**src/hw/rtl/bmhq_pkg.sv**
```systemverilog
// Shared constants for the binary max-heap queue: default capacity,
// field widths and the status codes reported with every result.
// No dependencies.
package bmhq_pkg;

    localparam int BMHQ_CAPACITY = 128;
    localparam int KEY_W         = 32;
    localparam int COUNT_W       = 8;
    localparam int STATUS_W      = 2;

    localparam logic [STATUS_W-1:0] ST_DONE  = 2'd0;
    localparam logic [STATUS_W-1:0] ST_FULL  = 2'd1;
    localparam logic [STATUS_W-1:0] ST_EMPTY = 2'd2;

endpackage

```
**src/hw/rtl/bmhq_ram.sv**
```systemverilog
// Simple dual-port heap storage: one write port, one read port with
// registered read data. No dependencies.
module bmhq_ram #(
    parameter int DEPTH = 128,
    parameter int WIDTH = 32
) (
    input  logic                     i_clk,
    input  logic                     i_we,
    input  logic [$clog2(DEPTH)-1:0] i_waddr,
    input  logic [WIDTH-1:0]         i_wdata,
    input  logic [$clog2(DEPTH)-1:0] i_raddr,
    output logic [WIDTH-1:0]         o_rdata
);

    logic [WIDTH-1:0] r_mem [DEPTH];
    logic [WIDTH-1:0] r_rdata;

    // write port
    always_ff @(posedge i_clk) begin
        if (i_we) begin
            r_mem[i_waddr] <= i_wdata;
        end
    end

    // registered read port
    always_ff @(posedge i_clk) begin
        r_rdata <= r_mem[i_raddr];
    end

    assign o_rdata = r_rdata;

endmodule

```
**src/hw/rtl/binary_max_heap_queue.sv**
```systemverilog
// Binary max-heap priority queue: insert a key or remove the maximum.
// Depends on bmhq_pkg and bmhq_ram.
//
//  channel | direction | handshake          | payload
//  --------+-----------+--------------------+------------------------------
//  in      | input     | i_valid / o_ready  | i_op, i_key
//  out     | output    | o_valid / i_ready  | o_status, o_top_key, o_count
//
// One transaction at a time. An insert climbs level by level and a removal descends
// level by level; a dropped insert, an ignored removal and the removal of the last
// entry skip the sift. Each level needs a parent read, or two child reads, through
// the single read port of the heap memory, and a compare.
// Reset clears the entry count and the control; the memory needs no clearing.
// A result waits in the output register; a stalled output holds the next
// result inside the block until the register frees up.
module binary_max_heap_queue #(
    parameter int CAPACITY = bmhq_pkg::BMHQ_CAPACITY
) (
    input  logic                          i_clk,
    input  logic                          i_rst_n,
    input  logic                          i_valid,
    output logic                          o_ready,
    input  logic                          i_op,
    input  logic signed [bmhq_pkg::KEY_W-1:0] i_key,
    output logic                          o_valid,
    input  logic                          i_ready,
    output logic [bmhq_pkg::STATUS_W-1:0] o_status,
    output logic signed [bmhq_pkg::KEY_W-1:0] o_top_key,
    output logic [bmhq_pkg::COUNT_W-1:0]  o_count
);
    import bmhq_pkg::*;

    localparam int AW = $clog2(CAPACITY);
    localparam int CW = $clog2(CAPACITY + 1);
    localparam int IW = AW + 2;

    localparam logic [2:0] S_IDLE    = 3'd0;
    localparam logic [2:0] S_UP_RD   = 3'd1;
    localparam logic [2:0] S_UP_CMP  = 3'd2;
    localparam logic [2:0] S_DN_LAST = 3'd3;
    localparam logic [2:0] S_DN_RD   = 3'd4;
    localparam logic [2:0] S_DN_L    = 3'd5;
    localparam logic [2:0] S_DN_R    = 3'd6;
    localparam logic [2:0] S_FIN     = 3'd7;

    logic [2:0]                r_state, n_state;
    logic [CW-1:0]             r_count, n_count;
    logic [AW-1:0]             r_pos, n_pos;
    logic signed [KEY_W-1:0]   r_key, n_key;
    logic signed [KEY_W-1:0]   r_lval, n_lval;
    logic signed [KEY_W-1:0]   r_top;
    logic [STATUS_W-1:0]       r_status, n_status;

    logic                      r_out_valid;
    logic [STATUS_W-1:0]       r_out_status;
    logic signed [KEY_W-1:0]   r_out_top;
    logic [CW-1:0]             r_out_cnt;

    logic                      mem_we;
    logic [AW-1:0]             mem_waddr, mem_raddr;
    logic signed [KEY_W-1:0]   mem_wdata;
    logic [KEY_W-1:0]          mem_rdata;
    logic signed [KEY_W-1:0]   rd_key;

    logic                      in_acc;
    logic                      out_load;
    logic [AW-1:0]             pos_m1, parent;
    logic [CW-1:0]             cnt_m1;
    logic [IW-1:0]             idx_l, idx_r, cnt_x;
    logic                      l_ok, r_ok, l_gt, r_gt;
    logic [CW+COUNT_W-1:0]     cnt_ext;

    bmhq_ram #(
        .DEPTH (CAPACITY),
        .WIDTH (KEY_W)
    ) u_ram (
        .i_clk   (i_clk),
        .i_we    (mem_we),
        .i_waddr (mem_waddr),
        .i_wdata (mem_wdata),
        .i_raddr (mem_raddr),
        .o_rdata (mem_rdata)
    );

    assign rd_key   = $signed(mem_rdata);
    assign o_ready  = (r_state == S_IDLE);
    assign in_acc   = i_valid && o_ready;
    assign out_load = (r_state == S_FIN) && (!r_out_valid || i_ready);

    // heap index arithmetic
    assign pos_m1 = r_pos - AW'(1);
    assign parent = pos_m1 >> 1;
    assign cnt_m1 = r_count - CW'(1);
    assign idx_l  = {1'b0, r_pos, 1'b1};
    assign idx_r  = idx_l + IW'(1);
    assign cnt_x  = {{(IW-CW){1'b0}}, r_count};
    assign l_ok   = idx_l < cnt_x;
    assign r_ok   = idx_r < cnt_x;
    assign l_gt   = r_lval > r_key;
    assign r_gt   = r_ok && (rd_key > (l_gt ? r_lval : r_key));

    // sift sequencer
    always_comb begin
        n_state   = r_state;
        n_count   = r_count;
        n_pos     = r_pos;
        n_key     = r_key;
        n_lval    = r_lval;
        n_status  = r_status;
        mem_we    = 1'b0;
        mem_waddr = r_pos;
        mem_wdata = r_key;
        mem_raddr = parent;
        case (r_state)
            S_IDLE: begin
                if (in_acc) begin
                    n_key    = i_key;
                    n_status = ST_DONE;
                    if (!i_op) begin
                        if (r_count >= CW'(CAPACITY)) begin
                            n_status = ST_FULL;
                            n_state  = S_FIN;
                        end else begin
                            n_pos   = r_count[AW-1:0];
                            n_count = r_count + CW'(1);
                            n_state = S_UP_RD;
                        end
                    end else begin
                        if (r_count == '0) begin
                            n_status = ST_EMPTY;
                            n_state  = S_FIN;
                        end else begin
                            n_count   = cnt_m1;
                            mem_raddr = cnt_m1[AW-1:0];
                            n_state   = (cnt_m1 == '0) ? S_FIN : S_DN_LAST;
                        end
                    end
                end
            end
            S_UP_RD: begin
                if (r_pos == '0) begin
                    mem_we  = 1'b1;
                    n_state = S_FIN;
                end else begin
                    mem_raddr = parent;
                    n_state   = S_UP_CMP;
                end
            end
            S_UP_CMP: begin
                mem_we = 1'b1;
                if (r_key > rd_key) begin
                    // move the parent down and climb
                    mem_wdata = rd_key;
                    n_pos     = parent;
                    n_state   = S_UP_RD;
                end else begin
                    n_state = S_FIN;
                end
            end
            S_DN_LAST: begin
                n_key   = rd_key;
                n_pos   = '0;
                n_state = S_DN_RD;
            end
            S_DN_RD: begin
                if (!l_ok) begin
                    mem_we  = 1'b1;
                    n_state = S_FIN;
                end else begin
                    mem_raddr = idx_l[AW-1:0];
                    n_state   = S_DN_L;
                end
            end
            S_DN_L: begin
                n_lval    = rd_key;
                mem_raddr = r_ok ? idx_r[AW-1:0] : r_pos;
                n_state   = S_DN_R;
            end
            S_DN_R: begin
                mem_we = 1'b1;
                if (r_gt) begin
                    mem_wdata = rd_key;
                    n_pos     = idx_r[AW-1:0];
                    n_state   = S_DN_RD;
                end else if (l_gt) begin
                    mem_wdata = r_lval;
                    n_pos     = idx_l[AW-1:0];
                    n_state   = S_DN_RD;
                end else begin
                    n_state = S_FIN;
                end
            end
            S_FIN: begin
                if (out_load) begin
                    n_state = S_IDLE;
                end
            end
            default: begin
                n_state = S_IDLE;
            end
        endcase
    end

    // control registers
    always_ff @(posedge i_clk) begin
        if (!i_rst_n) begin
            r_state     <= S_IDLE;
            r_count     <= '0;
            r_out_valid <= 1'b0;
        end else begin
            r_state <= n_state;
            r_count <= n_count;
            if (out_load) begin
                r_out_valid <= 1'b1;
            end else if (i_ready) begin
                r_out_valid <= 1'b0;
            end
        end
    end

    // working payload; shadow the root entry on every write to it
    always_ff @(posedge i_clk) begin
        r_pos    <= n_pos;
        r_key    <= n_key;
        r_lval   <= n_lval;
        r_status <= n_status;
        if (mem_we && mem_waddr == '0) begin
            r_top <= mem_wdata;
        end
        if (out_load) begin
            r_out_status <= r_status;
            r_out_top    <= (r_count == '0) ? '0 : r_top;
            r_out_cnt    <= r_count;
        end
    end

    assign cnt_ext   = {{COUNT_W{1'b0}}, r_out_cnt};
    assign o_valid   = r_out_valid;
    assign o_status  = r_out_status;
    assign o_top_key = r_out_top;
    assign o_count   = cnt_ext[COUNT_W-1:0];

    // checks
    a_count_bound: assert property (@(posedge i_clk) disable iff (!i_rst_n)
        r_count <= CW'(CAPACITY))
        else $error("entry count above capacity");

    a_one_at_a_time: assert property (@(posedge i_clk) disable iff (!i_rst_n)
        in_acc |=> !o_ready)
        else $error("second transaction taken while busy");

    a_full_status: assert property (@(posedge i_clk) disable iff (!i_rst_n)
        (o_valid && o_status == ST_FULL) |-> (r_out_cnt == CW'(CAPACITY)))
        else $error("full status with room left");

    a_empty_status: assert property (@(posedge i_clk) disable iff (!i_rst_n)
        (o_valid && o_status == ST_EMPTY) |-> (r_out_cnt == '0 && o_top_key == '0))
        else $error("empty status with entries held");

    a_empty_top: assert property (@(posedge i_clk) disable iff (!i_rst_n)
        (o_valid && r_out_cnt == '0) |-> (o_top_key == '0))
        else $error("nonzero top key on empty heap");

endmodule

```
**config.mk**
```make
export PLATFORM = sky130hd
export DESIGN_NAME = binary_max_heap_queue
export DESIGN_NICKNAME = d
export VERILOG_FILES = /design/src/hw/rtl/bmhq_pkg.sv /design/src/hw/rtl/bmhq_ram.sv /design/src/hw/rtl/binary_max_heap_queue.sv
export SDC_FILE = /design/constraint.sdc
export NUM_CORES = 2
export LEC_CHECK = 0
export BUFFER_PORTS_ARGS = -buffer_cell sky130_fd_sc_hd__buf_2
export CAP_MARGIN = 20
export CORE_ASPECT_RATIO = 0.6
export CORE_UTILIZATION = 53
export DETAILED_ROUTE_END_ITERATION = 16
export PLACE_DENSITY = 0.77
export SLEW_MARGIN = 30
export SYNTH_ARGS = -nofsm -noshare
export SYNTH_HDL_FRONTEND = slang
export SYNTH_HIERARCHICAL = 1
export SYNTH_SLANG_ARGS = --single-unit
export TNS_END_PERCENT = 5
```
**constraint.sdc**
```tcl
create_clock -name i_clk -period 16.1 [get_ports i_clk]
set_clock_uncertainty 0.15 [all_clocks]
set_input_delay 2.415 -clock i_clk [delete_from_list [all_inputs] [get_ports i_clk]]
set_output_delay 2.415 -clock i_clk [all_outputs]
set_load 0.01 [all_outputs]
```
==> summary.txt <==
Global routing
  – Largest net degree at the start of global routing: 161
  – First-pass GRT wire length: 659 mm
  – Antenna violations before repair: 61
  – Vias in the first global route: 81900
  – All-Layer GR Usage: 30.2%
  – Gr ovfl total: 0

Layout
  – Layout fillers: 20500
  – Commonest non-fill, non-tap cells in the layout: edfxtp_1, mux4_2, clkbuf_16
  – Final core utilization: 59.6%
  – Final nets: 7486
  – Area grow syn2layout: 11.9%
  – Finished Layout Cells: 11900
  – Layout cells sized above 1: 31.9%
  – Commonest non-fill, non-tap cell in the layout: edfxtp_1

Logic synthesis
  – Synthesis warning total: 6
  – Yosys top cell area share: 76.4%
  – Seq/Total Area, Yosys: 76.9%
  – Post-synthesis xor/xnor area fraction: 0.110%
  – Multiplexer area fraction after synthesis: 18.6%
  – Async set-reset flop share out of synthesis: 0%
  – Ranking of synthesized cells by area: edfxtp_1, mux4_2, ha_1, dfxtp_1, clkbuf_1
  – Simple-gate share of the synthesized area: 1.27%
  – Compound-cell area share of the yosys netlist: 1.08%
  – Distinct cells, synth: 75
  – Yosys top cell by area: edfxtp_1
  – Post-synth EDFFs: 4243
  – Synth Net Count: 7124
  – Mapped Area: 167000 um^2
  – Synth Register Bits: 4287
  – Synth Area in Adders: 0.870%
  – Largest family of logic cells by synthesized area: multiplexers
  – Mean Syn Cell Area: 23.9 um^2
  – Ys flop type: edfxtp_1
  – Mapped Cells: 6971

Flow run
  – Max_cap viols: 0

Clock network
  – Root Driver: clkbuf_16
  – CTS tree: done
  – Post-CTS Resized: 0
  – Sink Count: 4287
  – Worst-Skew Late Latency: 0.94 ns
  – CTS clock-pin slew for the worst setup and hold paths: 0.07 ns
  – Number of hold buffers added after cts: 0
  – CTS buffer count: 358
  – Maximum root-to-sink buffer count: 4
  – Setup Fix Bufs, Post-CTS: 0
  – H-tree Lvls: 5

Worst setup path
  – WP data arrival: 9.61 ns
  – Startpoint Class: flip-flop
  – CP max FO: 160
  – Crit Path Category: reg2reg
  – Required time of the worst setup path: 16.71 ns
  – Setup crit end kind: flip-flop

STA
  – Final Hold Vio Count: 0
  – Setup TNS: 0 ns
  – Final setup violation count: 0
  – Minimum clock period: 8.99 ns
  – Max-slew violation count: 0
  – Max frequency: 111 MHz
  – Fin crit share: 55.9%
  – RSZ-0062 raised after global routing: false
  – Least-Margin Pin Slew: 1.18 ns
  – Setup ws final: 7.11 ns
  – Rel. slew slack: 21.6%

Outcome
  – Status: finished, final reports clean

Drt
  – Drt first pass iters: 6
  – DR vias: 84300
  – Drc violations: 0
  – Antenna-violating nets left: 0
  – Detailed Route WL: 481 mm
  – WL/cell: 40.6 um
  – First DRT Iteration DRCs: 14800
  – Vias per Instance: 7.11

Placed design
  – Dpl cells: 11100
  – DP Wirelength: 265 mm
  – Setup WS pre-CTS: 7.32 ns
  – I/O Buffers: 80
  – Routability cong.: 0.873

Floorplan
  – Die Height: 436 um
  – Die W: 726 um
  – Rows: 159
  – Core ar.: 313000 um^2
  – Die Area: 317000 um^2
  – Initial Util: 53.3%
  – IO Pins: 81

Hold path
  – Worst hold path class: reg2reg
-- critical path: stages, from the launching register on --
cell and delay, ns:
edfxtp_1 1.01, ha_1 0.35, nand3_1 0.15, or2_2 0.39, xnor2_1 0.14, ha_1 0.38, a21o_1 0.18, a31o_2 0.22
a31oi_2 0.51, mux2i_1 0.17, nor2_1 0.14, a311oi_1 0.10, a31oi_4 0.25, buf_12 0.63, buf_12 0.65, buf_12 0.75
mux4_2 0.47, mux4_2 0.75, mux4_2 0.60, mux2_2 0.30
-- kinds of logic (layout without fill, tap and decap cells) --
kind of cell,count (synthesis),count (layout)
simple gates,459,459
mux,1417,1417
buf+inv,441,1097
other cells,0,40
compound gates,230,230
xor+xnor,21,21
flops,4287,4287
fa+ha+maj,116,116
-- registers in the layout, summed over array words and instances, names as in the netlist --
signal         flops
mem_waddr          7
o_count            8
o_status           2
o_top_key         32
o_valid            1
r_count            8
r_key             32
r_lval            32
r_state            3
r_status           2
r_top             32
u_ram/o_rdata     32
u_ram/r_mem     4096
-- path summary, 6_finish.rpt --
check	slack (ns)	start	end	cells past startpoint
hold / removal	0.28	r_status[1]	o_status[1]	0
hold reg to reg	0.28	r_status[1]	o_status[1]	0
setup / recovery	7.11	mem_waddr[1]	u_ram/o_rdata[4]	19
setup reg to reg	7.11	mem_waddr[1]	u_ram/o_rdata[4]	19
-- cell type report --
class | count | area (um^2) | area share [%]
flip-flops and latches | 4287 | 128000 | 68.7
multi-input cells | 2243 | 38000 | 20.4
inverters | 88 | 330 | 0.177
repair buffers | 355 | 3020 | 1.62
diodes | 40 | 100 | 0.0536
well taps | 4186 | 5240 | 2.81
clock inverters | 196 | 1990 | 1.07
clock buffers | 458 | 9630 | 5.16
-- cells in the mapped netlist (24+ instances only) --
| cell | number |
|---|---|
| nand2_1 | 128 |
| o21ai_0 | 54 |
| edfxtp_1 | 4243 |
| mux2i_1 | 40 |
| mux2_2 | 33 |
| a21oi_1 | 52 |
| nand3_1 | 30 |
| ha_1 | 116 |
| and2_1 | 36 |
| nor2_1 | 165 |
| o221ai_2 | 30 |
| dfxtp_1 | 44 |
| mux4_2 | 1344 |
| buf_1 | 50 |
| clkbuf_1 | 206 |
| nor3_1 | 24 |
| nand4_1 | 27 |
| inv_1 | 87 |
| buf_2 | 85 |
-- metrics by stage --
stage | hold slack [ns] | cell area, um^2
detailed placement | 0.265 | 175000
global route | 0.279 | 187000
CTS | 0.279 | 186000
global placement | 0.261 | 174000
floorplan | 0.250 | 167000
finish | 0.277 | 187000
-- per-layer routing --
metal  GRT usage, %  share of wire [%]  vias to the layer above
met5              0              0.080                        -
met4           8.98                3.6                       56
met3           15.5                 19                     1120
met2           42.0                 43                     7997
met1           41.9                 34                    44300
li1               -                  -                    30800
Power is not shown: default switching activity piles up to over one toggle a cycle in this logic, so the estimate is an artifact.
